## config.mk

```make
export PLATFORM = sky130hd
export DESIGN_NAME = ohte_queue
export DESIGN_NICKNAME = d
export VERILOG_FILES = /design/src/hw/rtl/order_hash_table_engine_core_defines.svh /design/src/hw/rtl/ohte_pkg.sv /design/src/hw/rtl/ohte_queue.sv
export SDC_FILE = /design/constraint.sdc
export NUM_CORES = 1
export LEC_CHECK = 0
export BUFFER_PORTS_ARGS = -buffer_cell sky130_fd_sc_hd__buf_4
export CAP_MARGIN = 30
export CORE_MARGIN = 2
export CORE_UTILIZATION = 52
export CTS_CLUSTER_DIAMETER = 60
export CTS_CLUSTER_SIZE = 40
export DETAILED_ROUTE_END_ITERATION = 8
export PLACE_DENSITY = 0.91
export SKIP_LAST_GASP = 1
export SYNTH_ARGS = -nofsm -noshare
export SYNTH_HDL_FRONTEND = slang
export SYNTH_SLANG_ARGS = --single-unit
```

## constraint.sdc

```tcl
create_clock -name aclk -period 6.75 [get_ports aclk]
set_input_delay 0.675 -clock aclk [delete_from_list [all_inputs] [get_ports aclk]]
set_output_delay 0.675 -clock aclk [all_outputs]
set_load 0.05 [all_outputs]
```

## src/hw/rtl/order_hash_table_engine_core_defines.svh

```systemverilog
// Assertion macros used by the order hash table engine top level.
`ifndef ORDER_HASH_TABLE_ENGINE_CORE_DEFINES_SVH
`define ORDER_HASH_TABLE_ENGINE_CORE_DEFINES_SVH
`ifndef SYNTHESIS
`define OHTE_ASSERT_IMP(label, clk, rstn, ante, cons) \
    label: assert property (@(posedge clk) disable iff (!rstn) (ante) |-> (cons)) \
        else $error("assertion failed");
`define OHTE_ASSERT_NEXT(label, clk, rstn, ante, cons) \
    label: assert property (@(posedge clk) disable iff (!rstn) (ante) |=> (cons)) \
        else $error("assertion failed");
`else
`define OHTE_ASSERT_IMP(label, clk, rstn, ante, cons)
`define OHTE_ASSERT_NEXT(label, clk, rstn, ante, cons)
`endif
`endif

```

## src/hw/rtl/ohte_pkg.sv

```systemverilog
// Types, codes and constants of the order hash table engine.
package ohte_pkg;

    localparam int DEF_ENTRIES     = 4096;
    localparam int DEF_BUCKETS     = 4096;
    localparam int DEF_CONTRACTS   = 64;
    localparam int DEF_QUEUE_DEPTH = 2;

    localparam int MAX_BUCKET_W = 16;
    localparam int KEY_W        = 31;
    localparam int ID_W         = 64;
    localparam int PRICE_W      = 64;
    localparam int VOL_W        = 31;
    localparam int CONTRACT_W   = 6;
    localparam int CNT_W        = 32;
    localparam int INDEX_W      = 12;
    localparam int S_TDATA_W    = 208;
    localparam int M_TDATA_W    = 160;
    localparam int KEY_STEPS    = 8;
    localparam int STEP_W       = 3;

    localparam logic [2:0] ST_SUCCEEDED    = 3'd3;
    localparam logic [2:0] ST_CANCELED     = 3'd4;
    localparam logic [2:0] ST_REJECTED     = 3'd5;
    localparam logic [2:0] ST_INT_REJECTED = 3'd6;

    localparam logic [1:0] OC_OPEN        = 2'd0;
    localparam logic [1:0] OC_CLOSE_TODAY = 2'd2;

    typedef enum logic [1:0] {
        CMD_INSERT = 2'd0,
        CMD_QUERY  = 2'd1,
        CMD_STATUS = 2'd2,
        CMD_CANCEL = 2'd3
    } cmd_t;

    typedef enum logic [1:0] {
        RC_OK        = 2'd0,
        RC_NO_FREE   = 2'd1,
        RC_NOT_FOUND = 2'd2
    } rc_t;

    typedef enum logic [1:0] {
        FR_IDLE,
        FR_REDUCE,
        FR_PUSH
    } front_state_t;

    typedef enum logic [3:0] {
        BK_CLEAR,
        BK_IDLE,
        BK_INS_WR,
        BK_INS_LINK,
        BK_LK_HEAD,
        BK_LK_WALK,
        BK_CNT,
        BK_OUT
    } back_state_t;

    typedef struct packed {
        logic [CONTRACT_W-1:0] contract;
        logic [1:0]            oc;
        logic                  side;
        logic                  cancel;
        logic [2:0]            status;
    } attr_t;

    typedef struct packed {
        logic [ID_W-1:0]    id;
        logic [PRICE_W-1:0] price;
        logic [VOL_W-1:0]   volume;
        attr_t              attr;
    } rec_t;

    localparam int REC_W = $bits(rec_t);

    typedef struct packed {
        cmd_t                    cmd;
        logic [MAX_BUCKET_W-1:0] bucket;
        logic [ID_W-1:0]         order_id;
        logic [CONTRACT_W-1:0]   contract;
        logic [PRICE_W-1:0]      price;
        logic [VOL_W-1:0]        volume;
        logic                    side;
        logic [1:0]              oc;
        logic [2:0]              status;
    } item_t;

    typedef struct packed {
        rc_t                   code;
        logic [INDEX_W-1:0]    index;
        logic [2:0]            status;
        logic                  cancel;
        logic                  removed;
        logic [VOL_W-1:0]      volume;
        logic [PRICE_W-1:0]    price;
        logic                  side;
        logic [1:0]            oc;
        logic [CONTRACT_W-1:0] contract;
        logic [CNT_W-1:0]      pending;
    } result_t;

endpackage

```

## src/hw/rtl/ohte_queue.sv

```systemverilog
// Short FIFO of classified items between the front and back parts.
module ohte_queue #(
    parameter int DEPTH = ohte_pkg::DEF_QUEUE_DEPTH
) (
    input  logic            aclk,
    input  logic            aresetn,
    input  logic            wr_valid,
    output logic            wr_ready,
    input  ohte_pkg::item_t wr_item,
    output logic            rd_valid,
    input  logic            rd_pop,
    output ohte_pkg::item_t rd_item
);

    import ohte_pkg::*;

    localparam int PW = (DEPTH > 1) ? $clog2(DEPTH) : 1;
    localparam int CW = $clog2(DEPTH + 1);

    item_t         slots [DEPTH];
    logic [PW-1:0] wr_ptr_reg, rd_ptr_reg;
    logic [CW-1:0] count_reg;
    logic          do_wr, do_rd;

    assign wr_ready = count_reg != CW'(DEPTH);
    assign rd_valid = count_reg != '0;
    assign do_wr    = wr_valid && wr_ready;
    assign do_rd    = rd_pop && rd_valid;
    assign rd_item  = slots[rd_ptr_reg];

    always_ff @(posedge aclk) begin
        if (!aresetn) begin
            wr_ptr_reg <= '0;
            rd_ptr_reg <= '0;
            count_reg  <= '0;
        end else begin
            if (do_wr) begin
                wr_ptr_reg <= (wr_ptr_reg == PW'(DEPTH - 1)) ? '0 : wr_ptr_reg + 1'b1;
            end
            if (do_rd) begin
                rd_ptr_reg <= (rd_ptr_reg == PW'(DEPTH - 1)) ? '0 : rd_ptr_reg + 1'b1;
            end
            if (do_wr && !do_rd) begin
                count_reg <= count_reg + 1'b1;
            end else if (do_rd && !do_wr) begin
                count_reg <= count_reg - 1'b1;
            end
        end
        if (do_wr) begin
            slots[wr_ptr_reg] <= wr_item;
        end
    end

endmodule

```

==> impl_metrics.csv <==
group,metric,value,unit
run_status,status,"finished clean",
yosys,ys.flop_type,"edfxtp_1",
global_route,grt_pass1_wl,41900,microns
global_route,grt_start_max_net_pins,135,
sta,finalSetupViolCount,0,
setup_path,critPathLaunchType,"flip-flop",
floorplanning,design.die.area,28800,sq um
yosys,ys_async_sr_fraction,0,
clock_network,clkSinkCount,383,
clock_network,path_clk_slew,0.10,ns
cells_and_area,drive_gt1_frac,0.610,
global_route,overflow,0,
cells_and_area,final_area,18400,sq um
yosys,synth_top_area_frac,0.794,
yosys,synthTopCellsByArea,"edfxtp_1 (79%), mux2_4 (11%), mux2_2 (7.0%)",
min_path,holdPathEnd,"slots[0][50]",
setup_path,crit_fanout,133,
floorplanning,coreArea,27000,sq um
power,ir_drop,0.433,mV
clock_network,cts-resized-gates,0,
cells_and_area,final_core_util,0.683,
cells_and_area,fin_nets,1197,
yosys,avgSynthCellArea,23.3,sq um
yosys,netlist.top_cell.by_area,"edfxtp_1",
min_path,hold_depth,1,
global_route,gr-usage-all-layers,0.193,
floorplanning,fp.dieW,170,microns
route,wl_per_cell,21.4,microns
clock_network,cts_buffers,24,
route,drt_iter0_drc,490,
floorplanning,row_count,60,
clock_network,cts_tree,"done",
setup_path,worstReg2RegStart,"count_reg[0]",
sta,rsz0062_at_grt,"false",
floorplanning,io_pins,384,
setup_path,critPathRequiredTime,6.07,ns
global_route,antenna_found_initial,1,
clock_network,htree_num_levels,1,
yosys,syn_nets,806,
yosys,yosysSeqAreaShare,0.801,
route,ant_nets,0,
sta,period_share,0.542,
yosys,netlist_area,14300,sq um
clock_network,clock_path_buffers,3,
sta,period_needed,3.66,ns
yosys,yosys_register_bits,383,
sta,max_slew_margin,0.264,
placed_design,dp_slack,3.74,ns
setup_path,worstSetupEndpointType,"primary output",
cells_and_area,fill_cells,1638,
yosys,ys_warn_count,0,
sta,fin_skew,0.0180,ns
route,drc,0,
yosys,yosys.cell_types.count,21,
sta,hold_viol_final,0,
cells_and_area,syn_to_final_growth,28.7,%
setup_path,regToRegSetupSlack,3.93,ns
sta,timing.final.ws_setup,3.09,ns
floorplanning,start_util,0.530,
setup_path,reg2reg_to,"slots[0][63]",
placed_design,place.port_buffers,383,
route,dr.pass1.iters,4,
clock_network,clkLatencyLatePin,0.56,ns
min_path,hp-start,"wr_item[50]",
global_route,grt_pass1_vias,7458,
yosys,synth_edf_count,378,
flow_run,cap_violations,0,
min_path,hold_path_class,"primary input to flip-flop",
yosys,synth.most_common_cell,"edfxtp_1",
placed_design,routabilityCongestion,0.856,
clock_network,cts-root-buf,"clkbuf_16",
placed_design,dp_hpwl,19600,microns
clock_network,cts_hold_buffers,0,
power,p_leak,0.00698,uW
setup_path,crit_type,"flip-flop to primary output",
setup_path,arrival,2.98,ns
placed_design,place_area,17500,sq um
sta,tns,0,ns
sta,max_freq,274,MHz
route,vias,7136,
route,wirelength,29200,microns
floorplanning,die_height,170,microns
yosys,netlist_top_cells_count,"edfxtp_1 (378), mux2_4 (100), mux2_2 (89)",
yosys,syn_inst,612,
setup_path,r2r_cells,4,
cells_and_area,largest_reg_flops,378,
sta,worst_pin_slew,1.10,ns
sta,report.final.slew_viol_count,0,
power,power.total,7760,uW
route,routed_via_density,5.24,
clock_network,postCtsSetupBuffers,0,
power,power.density,422,nW/um^2
[cells in the final DEF, fill, tap and decap left out, drive strengths merged]
| cell | instances |
|---|---|
| buf | 386 |
| edfxtp | 378 |
| mux2 | 189 |
| clkbuf | 25 |
| inv | 13 |
| clkinv | 7 |
| dfxtp | 5 |
| and2 | 4 |
| xnor2 | 2 |
| o21ai | 2 |
| a21boi | 2 |
| diode | 1 |
| nand2b | 1 |
| or2 | 1 |
| and3 | 1 |
| nand3b | 1 |
| a21bo | 1 |
| xor2 | 1 |
| or3 | 1 |
| ha | 1 |
[cell type report]
type | instances | area, sq um | area share
antenna | 1 | 2.50 | 0.000136
sequential | 383 | 11500 | 0.623
multi-input combinational | 207 | 2650 | 0.144
timing repair buffer | 386 | 2920 | 0.159
inverter | 1 | 11.3 | 0.000612
tap | 341 | 427 | 0.0232
clock buffer | 25 | 626 | 0.0340
clock inverter | 19 | 305 | 0.0166
[worst max-delay path, stage by stage, from the launching register on]
cell and delay, ns:
dfxtp_4 0.87, buf_12 0.61, mux2_2 0.43, buf_4 0.19
[how the worst max path moves through the flow]
stage	startpoint	to	slack [ns]	cells past startpoint
CTS	flip-flop	rd_item[181]	3.13	3
finish	flip-flop	rd_item[181]	3.09	3
floorplan	count_reg[0]	slots[1][0]	1.12	2
detailed placement	wr_valid	slots[0][144]	3.74	4
global route	flip-flop	rd_item[181]	2.97	3
global placement	flip-flop	rd_item[185]	3.74	3
[kinds of logic after synthesis]
family,synth area share
xor+xnor,0.00184
buf+inv,0.0137
flops,0.801
fa+ha+maj,0.000875
simple gates,0.00455
compound gates,0.00245
mux,0.175
[routing by layer]
metal | share of wire | global-route usage | routed length [microns]
met4 | 0.036 | 0.0780 | 1050
met5 | 0 | 0 | 0
met1 | 0.34 | 0.208 | 10100
met2 | 0.53 | 0.348 | 15300
met3 | 0.094 | 0.0653 | 2750
[per-stage QoR]
stage          std cells  hold slack [ns]
5_1_grt             1363            0.258
4_1_cts             1362            0.268
3_5_place_dp        1318            0.551
6_report            1363            0.295
3_3_place_gp        1318            0.529
2_1_floorplan        612            0.512
[power breakdown]
group | leakage [uW] | switching, uW | internal, uW
Clock | 0.000444 | 901 | 771
Sequential | 0.00357 | 126 | 2970
Combinational | 0.00296 | 1940 | 1060
Total | 0.00698 | 2960 | 4800
Power figures use the tool's default switching activity.
