<file path="config.mk">
export PLATFORM = sky130hd
export DESIGN_NAME = ohte_front
export DESIGN_NICKNAME = d
export VERILOG_FILES = /design/src/hw/rtl/order_hash_table_engine_core_defines.svh /design/src/hw/rtl/ohte_pkg.sv /design/src/hw/rtl/ohte_front.sv
export SDC_FILE = /design/constraint.sdc
export NUM_CORES = 1
export LEC_CHECK = 0
export ABC_CLOCK_PERIOD_IN_PS = 21500
export BUFFER_PORTS_ARGS = -buffer_cell sky130_fd_sc_hd__buf_2
export CAP_MARGIN = 0
export CORE_AREA = 2 2 156 158
export DETAILED_ROUTE_END_ITERATION = 10
export DIE_AREA = 0 0 158 160
export GPL_TIMING_DRIVEN = 0
export PLACE_DENSITY = 0.6
export REMOVE_ABC_BUFFERS = 1
export SLEW_MARGIN = 20
export SYNTH_ARGS = -nofsm -noshare
export SYNTH_HDL_FRONTEND = slang
export SYNTH_SLANG_ARGS = --single-unit
</file>
<file path="constraint.sdc">
create_clock -name aclk -period 21.5 [get_ports aclk]
set_input_delay 2.15 -clock aclk [delete_from_list [all_inputs] [get_ports aclk]]
set_output_delay 2.15 -clock aclk [all_outputs]
set_load 0.01 [all_outputs]
</file>
<file path="src/hw/rtl/order_hash_table_engine_core_defines.svh">
// Assertion macros used by the order hash table engine top level.
`ifndef ORDER_HASH_TABLE_ENGINE_CORE_DEFINES_SVH
`define ORDER_HASH_TABLE_ENGINE_CORE_DEFINES_SVH
`ifndef SYNTHESIS
`define OHTE_ASSERT_IMP(label, clk, rstn, ante, cons) \
    label: assert property (@(posedge clk) disable iff (!rstn) (ante) |-> (cons)) \
        else $error("assertion failed");
`define OHTE_ASSERT_NEXT(label, clk, rstn, ante, cons) \
    label: assert property (@(posedge clk) disable iff (!rstn) (ante) |=> (cons)) \
        else $error("assertion failed");
`else
`define OHTE_ASSERT_IMP(label, clk, rstn, ante, cons)
`define OHTE_ASSERT_NEXT(label, clk, rstn, ante, cons)
`endif
`endif

</file>
<file path="src/hw/rtl/ohte_pkg.sv">
// Types, codes and constants of the order hash table engine.
package ohte_pkg;

    localparam int DEF_ENTRIES     = 4096;
    localparam int DEF_BUCKETS     = 4096;
    localparam int DEF_CONTRACTS   = 64;
    localparam int DEF_QUEUE_DEPTH = 2;

    localparam int MAX_BUCKET_W = 16;
    localparam int KEY_W        = 31;
    localparam int ID_W         = 64;
    localparam int PRICE_W      = 64;
    localparam int VOL_W        = 31;
    localparam int CONTRACT_W   = 6;
    localparam int CNT_W        = 32;
    localparam int INDEX_W      = 12;
    localparam int S_TDATA_W    = 208;
    localparam int M_TDATA_W    = 160;
    localparam int KEY_STEPS    = 8;
    localparam int STEP_W       = 3;

    localparam logic [2:0] ST_SUCCEEDED    = 3'd3;
    localparam logic [2:0] ST_CANCELED     = 3'd4;
    localparam logic [2:0] ST_REJECTED     = 3'd5;
    localparam logic [2:0] ST_INT_REJECTED = 3'd6;

    localparam logic [1:0] OC_OPEN        = 2'd0;
    localparam logic [1:0] OC_CLOSE_TODAY = 2'd2;

    typedef enum logic [1:0] {
        CMD_INSERT = 2'd0,
        CMD_QUERY  = 2'd1,
        CMD_STATUS = 2'd2,
        CMD_CANCEL = 2'd3
    } cmd_t;

    typedef enum logic [1:0] {
        RC_OK        = 2'd0,
        RC_NO_FREE   = 2'd1,
        RC_NOT_FOUND = 2'd2
    } rc_t;

    typedef enum logic [1:0] {
        FR_IDLE,
        FR_REDUCE,
        FR_PUSH
    } front_state_t;

    typedef enum logic [3:0] {
        BK_CLEAR,
        BK_IDLE,
        BK_INS_WR,
        BK_INS_LINK,
        BK_LK_HEAD,
        BK_LK_WALK,
        BK_CNT,
        BK_OUT
    } back_state_t;

    typedef struct packed {
        logic [CONTRACT_W-1:0] contract;
        logic [1:0]            oc;
        logic                  side;
        logic                  cancel;
        logic [2:0]            status;
    } attr_t;

    typedef struct packed {
        logic [ID_W-1:0]    id;
        logic [PRICE_W-1:0] price;
        logic [VOL_W-1:0]   volume;
        attr_t              attr;
    } rec_t;

    localparam int REC_W = $bits(rec_t);

    typedef struct packed {
        cmd_t                    cmd;
        logic [MAX_BUCKET_W-1:0] bucket;
        logic [ID_W-1:0]         order_id;
        logic [CONTRACT_W-1:0]   contract;
        logic [PRICE_W-1:0]      price;
        logic [VOL_W-1:0]        volume;
        logic                    side;
        logic [1:0]              oc;
        logic [2:0]              status;
    } item_t;

    typedef struct packed {
        rc_t                   code;
        logic [INDEX_W-1:0]    index;
        logic [2:0]            status;
        logic                  cancel;
        logic                  removed;
        logic [VOL_W-1:0]      volume;
        logic [PRICE_W-1:0]    price;
        logic                  side;
        logic [1:0]            oc;
        logic [CONTRACT_W-1:0] contract;
        logic [CNT_W-1:0]      pending;
    } result_t;

endpackage

</file>
<file path="src/hw/rtl/ohte_front.sv">
// Input stage: takes a word, unpacks it and reduces the key to a bucket.
module ohte_front #(
    parameter int BUCKETS = ohte_pkg::DEF_BUCKETS
) (
    input  logic                           aclk,
    input  logic                           aresetn,
    input  logic                           hold,
    input  logic                           s_tvalid,
    output logic                           s_tready,
    input  logic [1:0]                     s_tuser,
    input  logic [ohte_pkg::S_TDATA_W-1:0] s_tdata,
    output logic                           q_valid,
    input  logic                           q_ready,
    output ohte_pkg::item_t                q_item
);

    import ohte_pkg::*;

    localparam int BW = $clog2(BUCKETS);
    localparam logic [BW:0] BDIV = (BW + 1)'(BUCKETS);

    front_state_t      state_reg, state_next;
    item_t             item_reg, item_next;
    logic [KEY_W:0]    key_reg, key_next;
    logic [BW-1:0]     rem_reg, rem_next;
    logic [STEP_W-1:0] step_reg, step_next;

    function automatic logic [BW-1:0] mod_step(input logic [BW-1:0] r, input logic [3:0] d);
        logic [BW:0]   t;
        logic [BW-1:0] acc;
        acc = r;
        for (int i = 3; i >= 0; i--) begin
            t = {acc, d[i]};
            if (t >= BDIV) begin
                t = t - BDIV;
            end
            acc = t[BW-1:0];
        end
        return acc;
    endfunction

    always_ff @(posedge aclk) begin
        if (!aresetn) begin
            state_reg <= FR_IDLE;
        end else begin
            state_reg <= state_next;
        end
        item_reg <= item_next;
        key_reg  <= key_next;
        rem_reg  <= rem_next;
        step_reg <= step_next;
    end

    always_comb begin
        state_next = state_reg;
        item_next  = item_reg;
        key_next   = key_reg;
        rem_next   = rem_reg;
        step_next  = step_reg;
        s_tready   = 1'b0;
        q_valid    = 1'b0;
        unique case (state_reg)
            FR_IDLE: begin
                s_tready = !hold;
                if (s_tvalid && !hold) begin
                    item_next.cmd      = cmd_t'(s_tuser);
                    item_next.bucket   = '0;
                    item_next.order_id = s_tdata[94:31];
                    item_next.contract = s_tdata[100:95];
                    item_next.price    = s_tdata[164:101];
                    item_next.volume   = s_tdata[195:165];
                    item_next.side     = s_tdata[196];
                    item_next.oc       = s_tdata[198:197];
                    item_next.status   = s_tdata[201:199];
                    key_next           = {1'b0, s_tdata[30:0]};
                    rem_next           = '0;
                    step_next          = '0;
                    state_next         = FR_REDUCE;
                end
            end
            FR_REDUCE: begin
                rem_next  = mod_step(rem_reg, key_reg[KEY_W:KEY_W-3]);
                key_next  = key_reg << 4;
                step_next = step_reg + 1'b1;
                if (step_reg == STEP_W'(KEY_STEPS - 1)) begin
                    state_next = FR_PUSH;
                end
            end
            FR_PUSH: begin
                q_valid = 1'b1;
                if (q_ready) begin
                    state_next = FR_IDLE;
                end
            end
            default: state_next = FR_IDLE;
        endcase
    end

    always_comb begin
        q_item        = item_reg;
        q_item.bucket = MAX_BUCKET_W'(rem_reg);
    end

endmodule

</file>
==> results.md <==
* Initial Utilization at a little under a third
* WL/cell at 18.46 um
* Switching Power at roughly 0.21 mW
* Int Pwr at about 0.77 mW
* Largest net degree at the start of global routing at 23
* Vias per cell at 4.114
* Max reg flops at 173
* PwrDens at between 90 and 100 nW/um2
* RSZ-0062 raised after global routing: false
* Worst min path class: reg -> reg
* Sequential share of power at 52.6%
* Synth cell types at 21
* Post-Syn Area per Cell at 24.90 um2
* Synth cell count leaders: 220 x edfxtp_1, 25 x mux2_4, 19 x and2_1
* Comb power frac at 8.0%
* # resized after CTS at 0
* Nature of the critical path startpoint: input port
* Final Routed Wirelength at ~20 mm
* 1st-iter DRT viols at about 160
* Post-CTS Setup Inserts at 0
* Worst setup path start: hold
* R2R Setup Slk at ~19000 ps
* Relative slew slack at 60.89%
* Syn. warnings at 0
* FF-to-FF Start: state_reg[1]
* Number of placed I/O pins at 406
* Dpl cells at ~1000
* Site row count at between 50 and 60
* Die width at about 160 um
* First-pass GRT wire length at 27.88 mm
* Synth area leader: edfxtp_1
* Most used cell, CP: buf_2
* Worst r2r dst: q_item[81]
* Critical path arrival at 2520 ps
* Maxcap violations at 0
* Final hold vios at 0
* Synth area leaders: edfxtp_1 89%, mux2_4 5.1%, and2_1 1.6%
* Initial antenna violation count at 8
* Sinks on Clock Net at about 220
* Max Clk Rate at ~210 MHz
* Antenna-violating nets left at 0
* CP peak stage delay at roughly 150 ps
* Post-layout min period at between 4000 and 5000 ps
* Buffers on Ports at 395
* H-tree Lvls at 1
* GP Congestion at between 0.7 and 0.8
* Worst Skew at a little under 5 ps
* Reg2Reg Depth at 8
* Number of flops mapped to enable cells by yosys at 220
* Worst-margin pin slew at 586.6 ps
* Ys flop type: edfxtp_1
* Most frequent cell after synthesis: edfxtp_1
* Crit path kind: in -> out
* Cells along the critical path: buf_2, nor3_1, buf_2
* Global-route usage over all layers at between 10% and 20%
* First-pass DRT Iterations at 4
* Num CTS Buffers at 25
* Crit Path Max Fanout at 3
* Via count at about 4500
* Hold_ws at between 500 and 600 ps
* Area share of the leading cell type in the synthesized netlist at between 80 and 90%
* CTS tree: done
* Final worst path period share at around 22%
* Kind of end point of the critical path: output pin
* Setup violators final at 0
* Critical path required time at 19350 ps
* CTS max path bufs at 3
* Worst-Skew Late Latency at approximately 500 ps
* Post-synthesis register bit count at between 200 and 250
* Core Area at 23820 um2
* Hold_buf cts at 0
* Overflow after GRT at 0
* VDD IR max at about 0.045 mV
* DRC at 0
* Synth-to-Final Area Change at 44.92%
* Critical Path Slowest Stage Cell: buf_2
* Register area share after synthesis at about nine tenths
* Pwr Total at a little under 1 mW
* Outcome: finished clean
* Total negative slack at 0 ps
* Clk pwr share at 39.4%
* Critical path destination: s_tready
* Fin. max-slew vios at 0
* Leakage at between 4 and 5 nW
* Async set-reset flop share out of synthesis at 0%
* Sw Ratio at about a fifth
* Final-layout fill cell count at ~2200
* Detail Placement HPWL at 15.96 mm
* Ratio of cells with drive above 1 in the final layout at around 64%
* Die area at roughly 25000 um2
* Number of global-route vias before repair at between 4000 and 5000
* Cell Area, Synth at about 7400 um2
* Syn Inst Count at ~300
* Worst-path clk slew at approximately 50 ps
* Non-filler instance count after layout at approximately 1100
* Nets at 952
* Chip height at around 160 um
* Root buffer cell: clkbuf_16
final cells by class:
type	instances	area, um2	area share (%)
Antenna cell	9	22.52	0.2102
Clock buffer	30	644.4	6.013
Clock inverter	12	83.83	0.7823
Inverter	1	3.754	0.03503
Multi-Input combinational cell	67	670.6	6.258
Sequential cell	222	6646	62.02
Tap cell	324	405.4	3.783
Timing Repair Buffer	418	2240	20.90
worst max-delay path: cells and delay by family:
family | cells | cell delay, ps
simple gates | 1 | 110
buf+inv | 2 | 260
power by group through the flow:
stage	combinational, mW	sequential, mW	clock [mW]
6_report	0.0778	0.511	0.384
5_1_grt	0.0848	0.514	0.415
4_1_cts	0.0793	0.512	0.399
3_5_place_dp	0.0791	0.521	0
3_3_place_gp	0.0704	0.531	0
2_1_floorplan	0.0207	0.537	0
placed cells by master (no fill, tap or decap), types with 2 or more instances in the layout:
master	synthesis	routed
buf_2	0	395
edfxtp_1	220	220
mux2_4	25	25
clkbuf_16	0	25
and2_1	19	19
buf_4	5	12
diode_2	0	9
buf_6	2	8
clkinv_1	0	6
clkbuf_1	1	5
conb_1	1	4
nand2b_1	4	3
clkinv_2	0	3
buf_16	0	3
mux2_2	2	2
or3b_2	2	2
ha_1	2	2
dfxtp_1	2	2
stage by stage:
step | setup WS (ps) | cell area, um2 | utilization, %
after detailed placement | 16830 | 9966 | 41.84
after CTS | 16830 | 10690 | 44.89
after floorplan | 6638 | 7302 | -
final | 16830 | 10720 | 44.99
after global routing | 16790 | 10710 | 44.97
after global placement | 1455 | 9684 | 40.66
cell families after synthesis:
group	count (synthesis)	synth area share, %
AND/OR/NAND/NOR	31	2.657
buffers and inverters	11	1.455
multiplexers	27	5.381
adder cells (fa/ha/maj)	2	0.3384
flip-flops	222	89.88
AO/OA/AOI/OAI	3	0.2369
other	1	0.05071
worst min-delay path by stage:
stage          depth (start not counted)  slack (ps)        start          end
6_report                               1         520  key_reg[27]  key_reg[31]
5_1_grt                                1         550  key_reg[28]   rem_reg[0]
4_1_cts                                1         520  key_reg[27]  key_reg[31]
3_5_place_dp                           1         510  key_reg[27]  key_reg[31]
3_3_place_gp                           1         500  key_reg[31]   rem_reg[3]
2_1_floorplan                          1         500  key_reg[27]  key_reg[31]
metal layers:
layer | global-route usage (%) | part of all wire, % | vias to the layer above
met5 | 0 | 0 | -
met4 | 5.856 | 3.3 | 0
met3 | 6.323 | 11 | 38
met2 | 25.14 | 50 | 214
met1 | 16.95 | 36 | 2154
li1 | - | - | 2050
Power figures use the tool's default switching activity.
